==> src/swr_pkg.sv <==
package swr_pkg;

   localparam int MAX_WORD_DEF = 16;
   localparam int REG_BYTES    = 16;
   localparam int LEN_W        = 5;
   localparam int IDX_W        = 4;
   localparam int CNT_W        = 16;
   localparam int CSR_AW       = 3;
   localparam int CSR_DW       = 64;
   localparam int QUEUE_DEPTH  = 2;

   localparam logic [CSR_AW-1:0] CSR_WORD_LO  = 3'd0;
   localparam logic [CSR_AW-1:0] CSR_WORD_HI  = 3'd1;
   localparam logic [CSR_AW-1:0] CSR_WORD_LEN = 3'd2;
   localparam logic [CSR_AW-1:0] CSR_REPL_LO  = 3'd3;
   localparam logic [CSR_AW-1:0] CSR_REPL_HI  = 3'd4;
   localparam logic [CSR_AW-1:0] CSR_REPL_LEN = 3'd5;

   // effective lengths, already clamped
   typedef struct packed {
      logic [REG_BYTES-1:0][7:0] word_bytes;
      logic [LEN_W-1:0]          word_len;
      logic [REG_BYTES-1:0][7:0] repl_bytes;
      logic [LEN_W-1:0]          repl_len;
   } swr_cfg_type;

   // one burst of results, handed from front to back
   typedef struct packed {
      logic [LEN_W-1:0] byte_count;
      logic             use_repl;
      logic             text_end;
      logic [CNT_W-1:0] count;
   } swr_cmd_type;

   function automatic int win_size(input int max_word);
      return (max_word < REG_BYTES) ? max_word : REG_BYTES;
   endfunction

endpackage

==> src/swr_csr.sv <==
module swr_csr import swr_pkg::*; #(
   parameter int MAX_WORD = MAX_WORD_DEF
) (
   input  logic              clock,
   input  logic              reset,
   input  logic              csr_we,
   input  logic [CSR_AW-1:0] csr_index,
   input  logic [CSR_DW-1:0] csr_wdata,
   output swr_cfg_type       cfg
);

   localparam int WIN = win_size(MAX_WORD);
   localparam logic [LEN_W-1:0] WIN_LEN = LEN_W'(WIN);
   localparam logic [LEN_W-1:0] REG_LEN = LEN_W'(REG_BYTES);

   logic [CSR_DW-1:0] word_lo_ff, word_lo_in, word_hi_ff, word_hi_in;
   logic [CSR_DW-1:0] repl_lo_ff, repl_lo_in, repl_hi_ff, repl_hi_in;
   logic [LEN_W-1:0]  word_len_ff, word_len_in, repl_len_ff, repl_len_in;

   always_comb begin
      word_lo_in  = word_lo_ff;
      word_hi_in  = word_hi_ff;
      word_len_in = word_len_ff;
      repl_lo_in  = repl_lo_ff;
      repl_hi_in  = repl_hi_ff;
      repl_len_in = repl_len_ff;
      if (csr_we) begin
         unique case (csr_index)
            CSR_WORD_LO:  word_lo_in  = csr_wdata;
            CSR_WORD_HI:  word_hi_in  = csr_wdata;
            CSR_WORD_LEN: word_len_in = csr_wdata[LEN_W-1:0];
            CSR_REPL_LO:  repl_lo_in  = csr_wdata;
            CSR_REPL_HI:  repl_hi_in  = csr_wdata;
            CSR_REPL_LEN: repl_len_in = csr_wdata[LEN_W-1:0];
            default: ;
         endcase
      end
   end

   always_ff @(posedge clock) begin
      if (reset) begin
         word_lo_ff  <= '0;
         word_hi_ff  <= '0;
         word_len_ff <= LEN_W'(1);
         repl_lo_ff  <= '0;
         repl_hi_ff  <= '0;
         repl_len_ff <= '0;
      end else begin
         word_lo_ff  <= word_lo_in;
         word_hi_ff  <= word_hi_in;
         word_len_ff <= word_len_in;
         repl_lo_ff  <= repl_lo_in;
         repl_hi_ff  <= repl_hi_in;
         repl_len_ff <= repl_len_in;
      end
   end

   always_comb begin
      cfg.word_bytes = {word_hi_ff, word_lo_ff};
      cfg.repl_bytes = {repl_hi_ff, repl_lo_ff};
      if (word_len_ff == '0) begin
         cfg.word_len = LEN_W'(1);
      end else if (word_len_ff > WIN_LEN) begin
         cfg.word_len = WIN_LEN;
      end else begin
         cfg.word_len = word_len_ff;
      end
      cfg.repl_len = (repl_len_ff > REG_LEN) ? REG_LEN : repl_len_ff;
   end

endmodule

==> src/swr_front.sv <==
module swr_front import swr_pkg::*; #(
   parameter int MAX_WORD = MAX_WORD_DEF
) (
   input  logic                                  clock,
   input  logic                                  reset,
   input  swr_cfg_type                           cfg,
   input  logic                                  req_valid,
   output logic                                  req_stall,
   input  logic [7:0]                            req_text_byte,
   input  logic                                  req_text_end,
   input  logic                                  q_full,
   output logic                                  q_push,
   output swr_cmd_type                           q_cmd,
   output logic [win_size(MAX_WORD)-1:0][7:0]    q_snap
);

   localparam int WIN = win_size(MAX_WORD);

   logic [WIN-1:0][7:0] win_ff, win_in, win_app, win_sh;
   logic [WIN-1:0]      byte_ok;
   logic [LEN_W-1:0]    fill_ff, fill_in, fill_app, pop_n, emit_n;
   logic [CNT_W-1:0]    count_ff, count_in, count_next;
   logic                accept, over, equal, hit;

   assign req_stall = q_full;

   always_comb begin
      accept   = req_valid && !q_full;
      fill_app = fill_ff + LEN_W'(1);

      // the fill before the append is always below the window size
      for (int i = 0; i < WIN; i++) begin
         win_app[i] = (LEN_W'(i) == fill_ff) ? req_text_byte : win_ff[i];
         byte_ok[i] = (LEN_W'(i) >= cfg.word_len) || (win_app[i] == cfg.word_bytes[i]);
      end

      over  = fill_app > cfg.word_len;
      equal = fill_app == cfg.word_len;
      hit   = equal && (&byte_ok);

      if (over) begin
         pop_n = fill_app - cfg.word_len + LEN_W'(1);
      end else if (equal && !hit) begin
         pop_n = LEN_W'(1);
      end else begin
         pop_n = '0;
      end

      count_next = (hit && count_ff != '1) ? count_ff + CNT_W'(1) : count_ff;
      emit_n     = req_text_end ? (hit ? '0 : fill_app) : pop_n;

      // drop the popped bytes from the front of the window
      for (int i = 0; i < WIN; i++) begin
         win_sh[i] = win_app[i];
         for (int s = 1; s < WIN - i; s++) begin
            if (pop_n == LEN_W'(s)) begin
               win_sh[i] = win_app[i + s];
            end
         end
      end

      q_cmd.byte_count = emit_n;
      q_cmd.use_repl   = hit;
      q_cmd.text_end   = req_text_end;
      q_cmd.count      = count_next;
      q_snap           = win_app;
      q_push = accept && (req_text_end || emit_n != '0 || (hit && cfg.repl_len != '0));

      win_in   = win_ff;
      fill_in  = fill_ff;
      count_in = count_ff;
      if (accept) begin
         if (req_text_end) begin
            fill_in  = '0;
            count_in = '0;
         end else if (hit) begin
            fill_in  = '0;
            count_in = count_next;
         end else begin
            win_in   = win_sh;
            fill_in  = fill_app - pop_n;
            count_in = count_next;
         end
      end
   end

   always_ff @(posedge clock) begin
      if (reset) begin
         fill_ff  <= '0;
         count_ff <= '0;
      end else begin
         fill_ff  <= fill_in;
         count_ff <= count_in;
      end
   end

   always_ff @(posedge clock) begin
      win_ff <= win_in;
   end

endmodule

==> src/swr_queue.sv <==
module swr_queue import swr_pkg::*; #(
   parameter int WIDTH = 8
) (
   input  logic             clock,
   input  logic             reset,
   input  logic             push,
   input  logic [WIDTH-1:0] push_data,
   input  logic             pop,
   output logic             full,
   output logic             head_valid,
   output logic [WIDTH-1:0] head_data
);

   localparam int PTR_W = (QUEUE_DEPTH > 1) ? $clog2(QUEUE_DEPTH) : 1;
   localparam int OCC_W = $clog2(QUEUE_DEPTH + 1);
   localparam logic [PTR_W-1:0] LAST_PTR = PTR_W'(QUEUE_DEPTH - 1);
   localparam logic [OCC_W-1:0] DEPTH_OCC = OCC_W'(QUEUE_DEPTH);

   logic [WIDTH-1:0] entry_ff [QUEUE_DEPTH];
   logic [PTR_W-1:0] wr_ptr_ff, wr_ptr_in, rd_ptr_ff, rd_ptr_in;
   logic [OCC_W-1:0] occ_ff, occ_in;

   assign full       = occ_ff == DEPTH_OCC;
   assign head_valid = occ_ff != '0;
   assign head_data  = entry_ff[rd_ptr_ff];

   always_comb begin
      wr_ptr_in = wr_ptr_ff;
      rd_ptr_in = rd_ptr_ff;
      occ_in    = occ_ff;
      if (push) begin
         wr_ptr_in = (wr_ptr_ff == LAST_PTR) ? '0 : wr_ptr_ff + PTR_W'(1);
      end
      if (pop) begin
         rd_ptr_in = (rd_ptr_ff == LAST_PTR) ? '0 : rd_ptr_ff + PTR_W'(1);
      end
      if (push && !pop) begin
         occ_in = occ_ff + OCC_W'(1);
      end else if (pop && !push) begin
         occ_in = occ_ff - OCC_W'(1);
      end
   end

   always_ff @(posedge clock) begin
      if (reset) begin
         wr_ptr_ff <= '0;
         rd_ptr_ff <= '0;
         occ_ff    <= '0;
      end else begin
         wr_ptr_ff <= wr_ptr_in;
         rd_ptr_ff <= rd_ptr_in;
         occ_ff    <= occ_in;
      end
   end

   always_ff @(posedge clock) begin
      if (push) begin
         entry_ff[wr_ptr_ff] <= push_data;
      end
   end

endmodule

==> src/swr_back.sv <==
module swr_back import swr_pkg::*; #(
   parameter int MAX_WORD = MAX_WORD_DEF
) (
   input  logic                                  clock,
   input  logic                                  reset,
   input  swr_cfg_type                           cfg,
   input  logic                                  head_valid,
   input  swr_cmd_type                           head_cmd,
   input  logic [win_size(MAX_WORD)-1:0][7:0]    head_snap,
   output logic                                  q_pop,
   output logic                                  rsp_valid,
   input  logic                                  rsp_stall,
   output logic [7:0]                            rsp_out_byte,
   output logic                                  rsp_has_byte,
   output logic                                  rsp_run_last,
   output logic                                  rsp_text_done,
   output logic [CNT_W-1:0]                      rsp_replace_count
);

   localparam int WIN = win_size(MAX_WORD);

   logic [IDX_W-1:0] idx_ff, idx_in;
   logic [LEN_W-1:0] total;
   logic [7:0]       snap_byte, cur_byte;
   logic             empty, last, load;

   logic             valid_ff, valid_in;
   logic [7:0]       byte_ff, byte_in;
   logic             has_ff, has_in, last_ff, last_in, done_ff, done_in;
   logic [CNT_W-1:0] count_ff, count_in;

   always_comb begin
      total = head_cmd.use_repl ? cfg.repl_len : head_cmd.byte_count;
      empty = total == '0;
      last  = empty || ({1'b0, idx_ff} == total - LEN_W'(1));

      snap_byte = '0;
      for (int i = 0; i < WIN; i++) begin
         if (idx_ff == IDX_W'(i)) begin
            snap_byte = head_snap[i];
         end
      end
      cur_byte = head_cmd.use_repl ? cfg.repl_bytes[idx_ff] : snap_byte;

      // the output register takes a new item whenever it is free or draining
      load  = head_valid && (!valid_ff || !rsp_stall);
      q_pop = load && last;

      idx_in   = idx_ff;
      valid_in = valid_ff && rsp_stall;
      byte_in  = byte_ff;
      has_in   = has_ff;
      last_in  = last_ff;
      done_in  = done_ff;
      count_in = count_ff;
      if (load) begin
         idx_in   = last ? '0 : idx_ff + IDX_W'(1);
         valid_in = 1'b1;
         byte_in  = empty ? 8'd0 : cur_byte;
         has_in   = !empty;
         last_in  = last;
         done_in  = last && head_cmd.text_end;
         count_in = head_cmd.count;
      end
   end

   always_ff @(posedge clock) begin
      if (reset) begin
         idx_ff   <= '0;
         valid_ff <= 1'b0;
      end else begin
         idx_ff   <= idx_in;
         valid_ff <= valid_in;
      end
   end

   always_ff @(posedge clock) begin
      byte_ff  <= byte_in;
      has_ff   <= has_in;
      last_ff  <= last_in;
      done_ff  <= done_in;
      count_ff <= count_in;
   end

   assign rsp_valid         = valid_ff;
   assign rsp_out_byte      = byte_ff;
   assign rsp_has_byte      = has_ff;
   assign rsp_run_last      = last_ff;
   assign rsp_text_done     = done_ff;
   assign rsp_replace_count = count_ff;

endmodule

==> src/stream_word_replace.sv <==
// path: a result is registered in the command queue and then in the output register
// throughput: one text byte per cycle unless stalled; a burst of k results
//   goes out one by one (an empty closing item as one); the input stalls while
//   the 2-entry command queue holds two bursts, the one being emitted included
// reset: synchronous, active high; clears the match window fill, the count,
//   the queue, the output valid flag and sets the registers to their defaults
module stream_word_replace import swr_pkg::*; #(
   parameter int MAX_WORD = MAX_WORD_DEF
) (
   input  logic              clock,
   input  logic              reset,
   input  logic              csr_we,
   input  logic [CSR_AW-1:0] csr_index,
   input  logic [CSR_DW-1:0] csr_wdata,
   input  logic              req_valid,
   output logic              req_stall,
   input  logic [7:0]        req_text_byte,
   input  logic              req_text_end,
   output logic              rsp_valid,
   input  logic              rsp_stall,
   output logic [7:0]        rsp_out_byte,
   output logic              rsp_has_byte,
   output logic              rsp_run_last,
   output logic              rsp_text_done,
   output logic [CNT_W-1:0]  rsp_replace_count
);

   localparam int WIN    = win_size(MAX_WORD);
   localparam int CMD_W  = $bits(swr_cmd_type);
   localparam int Q_W    = CMD_W + WIN * 8;

   swr_cfg_type         cfg;
   swr_cmd_type         push_cmd, head_cmd;
   logic [WIN-1:0][7:0] push_snap, head_snap;
   logic                q_push, q_pop, q_full, head_valid;
   logic [Q_W-1:0]      head_data;

   swr_csr #(.MAX_WORD(MAX_WORD)) u_csr (
      .clock     (clock),
      .reset     (reset),
      .csr_we    (csr_we),
      .csr_index (csr_index),
      .csr_wdata (csr_wdata),
      .cfg       (cfg)
   );

   swr_front #(.MAX_WORD(MAX_WORD)) u_front (
      .clock         (clock),
      .reset         (reset),
      .cfg           (cfg),
      .req_valid     (req_valid),
      .req_stall     (req_stall),
      .req_text_byte (req_text_byte),
      .req_text_end  (req_text_end),
      .q_full        (q_full),
      .q_push        (q_push),
      .q_cmd         (push_cmd),
      .q_snap        (push_snap)
   );

   swr_queue #(.WIDTH(Q_W)) u_queue (
      .clock      (clock),
      .reset      (reset),
      .push       (q_push),
      .push_data  ({push_cmd, push_snap}),
      .pop        (q_pop),
      .full       (q_full),
      .head_valid (head_valid),
      .head_data  (head_data)
   );

   assign head_cmd  = head_data[Q_W-1 -: CMD_W];
   assign head_snap = head_data[WIN*8-1:0];

   swr_back #(.MAX_WORD(MAX_WORD)) u_back (
      .clock             (clock),
      .reset             (reset),
      .cfg               (cfg),
      .head_valid        (head_valid),
      .head_cmd          (head_cmd),
      .head_snap         (head_snap),
      .q_pop             (q_pop),
      .rsp_valid         (rsp_valid),
      .rsp_stall         (rsp_stall),
      .rsp_out_byte      (rsp_out_byte),
      .rsp_has_byte      (rsp_has_byte),
      .rsp_run_last      (rsp_run_last),
      .rsp_text_done     (rsp_text_done),
      .rsp_replace_count (rsp_replace_count)
   );

   // an empty item only ever closes a text
   a_empty_closes: assert property (@(posedge clock) disable iff (reset)
      rsp_valid && !rsp_has_byte |-> rsp_text_done && rsp_run_last)
      else $error("empty result that does not close the text");

   a_done_is_last: assert property (@(posedge clock) disable iff (reset)
      rsp_valid && rsp_text_done |-> rsp_run_last)
      else $error("text end not on the last result of its byte");

   // a burst goes out without gaps and with one count
   a_burst_continues: assert property (@(posedge clock) disable iff (reset)
      rsp_valid && !rsp_stall && !rsp_run_last |=>
         rsp_valid && $stable(rsp_replace_count))
      else $error("burst interrupted or count changed within a burst");

endmodule

==> config.mk <==
export PLATFORM = sky130hd
export DESIGN_NAME = stream_word_replace
export DESIGN_NICKNAME = d
export VERILOG_FILES = /design/src/swr_pkg.sv /design/src/swr_csr.sv /design/src/swr_front.sv /design/src/swr_queue.sv /design/src/swr_back.sv /design/src/stream_word_replace.sv
export SDC_FILE = /design/constraint.sdc
export NUM_CORES = 2
export LEC_CHECK = 0
export BUFFER_PORTS_ARGS = -buffer_cell sky130_fd_sc_hd__buf_4
export CORE_ASPECT_RATIO = 1.5
export CORE_MARGIN = 2
export CORE_UTILIZATION = 25
export DETAILED_ROUTE_END_ITERATION = 16
export GPL_TIMING_DRIVEN = 0
export HOLD_SLACK_MARGIN = 0.15
export PLACE_DENSITY = 0.51
export SETUP_SLACK_MARGIN = 0.02
export SYNTH_ARGS = -nofsm -noshare
export SYNTH_HDL_FRONTEND = slang
export SYNTH_SLANG_ARGS = --single-unit
==> constraint.sdc <==
create_clock -name clock -period 12.2 [get_ports clock]
set_input_delay 0.61 -clock clock [delete_from_list [all_inputs] [get_ports clock]]
set_output_delay 0.61 -clock clock [all_outputs]
set_load 0.02 [all_outputs]
# Word level (Yosys, flattened, before mapping)
# Memories as Yosys holds them, arrays and structs flattened. A register that Yosys moved wholly into a read port is not among the register bits.
# Cells that the tools add are included.
[classes]
n_mul = 0
bitwise = 2
reduce_logical = 56
n_lt_le_gt_ge = 20
n_mux = 177
eq_ne = 70
div = 0
shift = 0
n_addsub = 11
[ops]
columns = ["operator", "n"]
rows = [
  ["$mux W8", 154],
  ["$eq A8 B8 Y1", 16],
  ["$mux W5", 9],
  ["$eq A4 B5 Y1 const A", 8],
  ["$eq A5 B4 Y1 const B", 8],
  ["$ge A4 B5 Y1 const A", 8],
  ["$bmux W8 S4", 1],
  ["$eq A4 B4 Y1 const B", 8],
  ["$mux W16", 2],
  ["$eq A3 B5 Y1 const A", 4],
  ["$eq A5 B3 Y1 const B", 4],
  ["$ge A3 B5 Y1 const A", 4],
  ["$logic_or A1 B1 Y1", 20],
  ["$add A16 B1 Y16 const B", 1],
  ["$eq A4 B3 Y1 const B", 4],
  ["$ne A16 B16 Y1 const B", 1],
  ["$reduce_and A16 Y1", 1],
  ["$logic_not A5 Y1", 3],
  ["$logic_and A1 B1 Y1", 12],
  ["$reduce_and A2 Y1", 6],
  ["$add A5 B1 Y5 const B", 2],
  ["$eq A2 B5 Y1 const A", 2],
  ["$eq A5 B2 Y1 const B", 2],
  ["$ge A1 B5 Y1 const A", 2],
  ["30 further kinds", 54],
]
[word_totals]
mem_count = 1
input_bits = 81
latch_bits = 0
elab_cells = 371
output_inout_bits = 29
reg_bits = 451
rom_bits = 0
ram_bits = 302
[memory_table]
columns = ["name", "words", "width", "read_ports", "rd_clocked_by_memory_dff", "write_ports", "line", "source"]
rows = [
  ["u_queue.entry_ff", 2, 151, 1, 1, 1, "swr_queue.sv:19", "logic [WIDTH-1:0] entry_ff [QUEUE_DEPTH];"],
]

# Longest topological paths before layout
[depth]
ltp_word = 27
ltp_mapped = 28
depth_no_buf = 23

# By module
# From an unflattened synthesis, not the netlist that was laid out.
[unflattened]
hier_cells = 4148
hier_area_um2 = 43835.8
[by_module_without_submodules]
columns = ["mod", "seq_area_each_um2", "cells_each", "n_inst", "area_each_um2"]
rows = [
  ["swr_front", 4264.1, 2289, 1, 17883.4],
  ["swr_queue", 9168.8, 492, 1, 11468.5],
  ["swr_csr", 5325.1, 952, 1, 10562.6],
  ["swr_back", 910.9, 415, 1, 3921.3],
]

# Least setup slack after synthesis
# OpenSTA, ideal clock, no wires.
[synth_path]
path_kind = "reg-to-reg"
startpoint = "register u_front.fill_ff[2]"
endpoint = "memory u_queue.entry_ff[0][0] in the netlist's numbering (enable)"
required_time_ns = 11.536
path_stages_with_launch = 16
slack_ns = 1.631
arrival_ns = 9.905
cell_sequence = "dfxtp_1 -> buf_4 -> buf_2 -> and3_1 -> ha_1 -> clkbuf_1 -> mux2i_1 -> xnor2_1 -> nor4_1 -> nand2_1 -> o41a_1 -> or3b_1 -> nor2_1 -> a21boi_0 -> o41ai_2 -> nor2_1"
[synth_between]
elab_chain_cells = 17
word_cells_on_any_way = 84
classes_between = "add/sub (3); order compare (1); eq/ne (32); mux (22); reduce/logical (26)"
[synth_rtl]
columns = ["element", "line", "source"]
rows = [
  ["start, declared", "swr_front.sv:21", "logic [LEN_W-1:0] fill_ff, fill_in, fill_app, pop_n, emit_n;"],
  ["start signal, assigned", "swr_front.sv:92", "fill_ff <= fill_in;"],
  ["branches (longest 13 deep; another with $add A5 B1 Y5)", "-", ""],
  ["$logic_or A1 B1 Y1 *", "swr_front.sv:67", "q_push = accept && (req_text_end || emit_n != '0 || (hit && cfg.repl_len != '0));"],
  ["$logic_and A1 B1 Y1 *", "swr_front.sv:67", ""],
  ["$mux W1 *", "swr_queue.sv:57", "if (push) begin"],
  ["$mux W1 (not written as such) *", "swr_queue.sv:58", "entry_ff[wr_ptr_ff] <= push_data;"],
  ["end, declared", "swr_queue.sv:19", ""],
]
# Mark *: on every way between the ends.

==> impl_metrics.toml <==
[yosys]
synth-simple-area-share_pct = 13.3
synthAdderAreaFrac_pct = 0.914
synth_compound_area_share_pct = 22.1
synth_cells = 4613
synth_top_area_cell = "edfxtp_1"
synth.avg_cell_area_um2 = 9.08
synth.area.top_cells = "edfxtp_1, dfxtp_1, nand2_1"
ys_async_sr_fraction_pct = 0
ys_seq_area_share_pct = 46.9
synthMuxAreaShare_pct = 8.88
synth_xor_area_share_pct = 2.70
synth_edf_count = 457
synth_top_family_by_area = "compound AO/OA/AOI/OAI gates"
synth_warnings = 0
synth_seq_cells = 754
syn_nets = 4722
synth_cell_type_count = 89
yosysTopAreaCellShare_pct = 32.7
syn_area_um2 = 41900
synthFlopType = "edfxtp_1"

[sta]
setup_viol = 0
finalHoldViolCount = 0
setup_slack_ns = 1.56
final.setup_skew_ns = 0.0476
rsz0062_at_grt = "false"
timing.final.crit_share_pct = 87.2
max_freq_ghz = 0.0940
relSlewSlack_pct = -13.5
final-max-slew-violation-count = 123
period_needed_ns = 10.64
tightestPinTransition_ns = 1.69

[critical_path]
critical-path-top-delay-family = "compound AO/OA/AOI/OAI gates"
worstPathCellList = "ha_1 > nand4b_2 > a21oi_1 > clkinv_1 > a22oi_1 > a41oi_1 > a2111oi_2 > or3b_1 > o21ai_2 > inv_2 > buf_6 > buf_6 > clkbuf_1 > clkbuf_1 > a311oi_1 > o31a_1"
end_kind = "flip-flop"
crit_buf_inv = 6
critPathSlowestCell = "a311oi_1"
critical_path_class = "flip-flop to flip-flop"
path_max_fanout = 11
cpPeakStageDelay_ns = 1.32
start_kind = "flip-flop"
cp.arrival_ns = 11.16
cp_data_required_time_ns = 12.71

[drt]
wire_per_inst_um = 47.7
via_count = 43824
drt_first_pass_iters = 6
remaining_drc_errors = 0
viasPerCell = 6.05
ant_nets = 0
first_iter_violations = 5685
wirelength_um = 346000

[placement]
port_buffers = 103
placedCellCount = 7031
place_congestion = 1.06
dpl_cell_area_um2 = 47200
post-place-ws_ns = 2.19
dp_hpwl_um = 268000

[cts]
post-cts-setup-buffer-count = 0
cts_buffers = 79
cts_tree = "yes"
postCtsHoldBufs = 48
cts.clk_slew.worst_paths_ns = 0.07
clk_path_buf_depth = 3
cts-resized-gates = 0
cts-root-buf = "clkbuf_16"
worstSkewPairLatency_ns = 0.75
cts.sinks = 754
cts.htree.levels = 3

[layout]
fin_util_pct = 30.1
area.growth.synth_to_final_pct = 20.2
fin_cells = 7248
layout.nets = 5041
design_area_um2 = 50400
drive_gt1_share_pct = 11.9

[global_routing]
grt_usage_pct = 39.4
grt_overflow = 0
grt_max_degree = 33
grt_pass1_vias = 41380
grt_pass1_wl_um = 439000
antenna_found_initial = 48

[floorplan]
die_area_um2 = 171000
initial_core_util_pct = 25.1
core_um2 = 167000
io_pins = 110
fp.dieW_um = 338
row_count = 184
die_y_um = 505

[job]
drv_cap = 17

[worst_hold_path]
hp-class = "input port to flip-flop"

[outcome]
outcome = "finished, violations left"
violations = "max-capacitance violations, max-slew violations"

[power]
power_mw = 19.1
power_density_nw_per_um2 = 379
leakagePower_nw = 16.6
ir_worst_vdd_mv = 0.223
cells by family (layout without fill, tap and decap cells):
kind of cell             Yosys count  in the layout
AO/OA/AOI/OAI                   1508           1508
AND/OR/NAND/NOR                 1326           1326
flip-flops                       754            754
buffers and inverters            552            929
multiplexers                     315            315
XOR/XNOR                         129            129
adder cells (fa/ha/maj)           29             29
other                              0             26
report_power, final:
group / switching [mW] / internal [mW] / leakage, nW
registers: 0.335 / 3.74 / 6.67
logic: 9.92 / 2.63 / 8.71
clock network: 1.12 / 1.34 / 1.23
Yosys cell counts (50+ instances only):
cell / count
o211ai_1: 63
mux2i_1: 223
o21ai_0: 276
dfxtp_1: 297
a211oi_1: 107
xnor2_1: 72
a21oi_1: 572
edfxtp_1: 457
nand2_1: 778
clkbuf_1: 280
mux2_2: 50
nor3_1: 50
o22ai_1: 144
nor2_1: 304
inv_1: 165
a22oi_1: 52
xor2_1: 57
tightest hold or removal path, stage by stage:
cell     delay, ns
buf_4         0.16
nand2_1       0.07
a21oi_1       0.05
stage by stage:
step                hold WS (ns)  setup TNS, ns
floorplan                  0.433              0
global placement           0.439       -3089.44
detailed placement         0.445              0
CTS                        0.150              0
global route               0.193              0
finish                     0.207              0
state kept, by name (all words and copies together), names as in the netlist, named ones only:
signal / flops
u_csr.word_lo_ff: 64
u_back.rsp_text_done: 1
u_csr.word_hi_ff: 64
u_csr.repl_len_ff: 5
u_front.fill_ff: 5
u_back.rsp_replace_count: 16
u_csr.word_len_ff: 5
u_front.count_ff: 16
u_back.rsp_run_last: 1
u_back.rsp_valid: 1
u_back.rsp_out_byte: 8
u_queue.wr_ptr_ff: 1
u_queue.occ_ff: 2
u_back.rsp_has_byte: 1
u_queue.entry_ff: 302
u_csr.repl_lo_ff: 64
u_back.idx_ff: 4
u_queue.rd_ptr_ff: 1
u_front.win_ff: 128
u_csr.repl_hi_ff: 64
final timing paths:
path | to | from | slack [ns] | cells after the start
max | u_front.win_ff[30]$_DFFE_PP_ | u_front.fill_ff[0]$_SDFFE_PP0P_ | 1.56 | 16
min | u_csr.word_hi_ff[3]$_SDFFE_PP0P_ | csr_wdata[3] | 0.21 | 3
max reg2reg | u_front.win_ff[30]$_DFFE_PP_ | u_front.fill_ff[0]$_SDFFE_PP0P_ | 1.56 | 16
min reg2reg | u_csr.repl_lo_ff[43]$_SDFFE_PP0P_ | u_csr.repl_lo_ff[43]$_SDFFE_PP0P_ | 0.45 | 2
final cells by class:
cell class | count | area, um^2
clock buffer | 103 | 2150
timing repair buffer | 238 | 2600
fill | 17906 | 117000
multi-input combinational | 3307 | 20500
buffer | 369 | 1520
inverter | 183 | 687
antenna | 26 | 65.1
sequential | 754 | 19700
clock inverter | 36 | 365
tap | 2232 | 2790
per-layer routing:
metal	routed length [um]	up-vias	track usage, %	part of all wire (%)
met1	120000	21926	42.0	35
met3	28000	1237	10.3	8.1
met5	152	-	0.282	0.044
met4	46800	18	42.9	14
met2	151000	3016	60.7	44
li1	-	17627	-	-
cell usage in the layout, fill, tap and decap left out, types with 48 or more instances in the layout:
cell type      count
a211oi_1         107
a21oi_1          557
a22oi_1           52
buf_2             53
buf_4            111
clkbuf_1         269
clkbuf_16         80
dfxtp_1          297
dlygate4sd3_1     48
edfxtp_1         457
inv_1            164
mux2_2            50
mux2i_1          178
nand2_1          778
nand3_1           49
nor2_1           295
o211ai_1          63
o21ai_0          271
o22ai_1          144
xnor2_1           72
xor2_1            57
(Power assumes the default switching activity.)
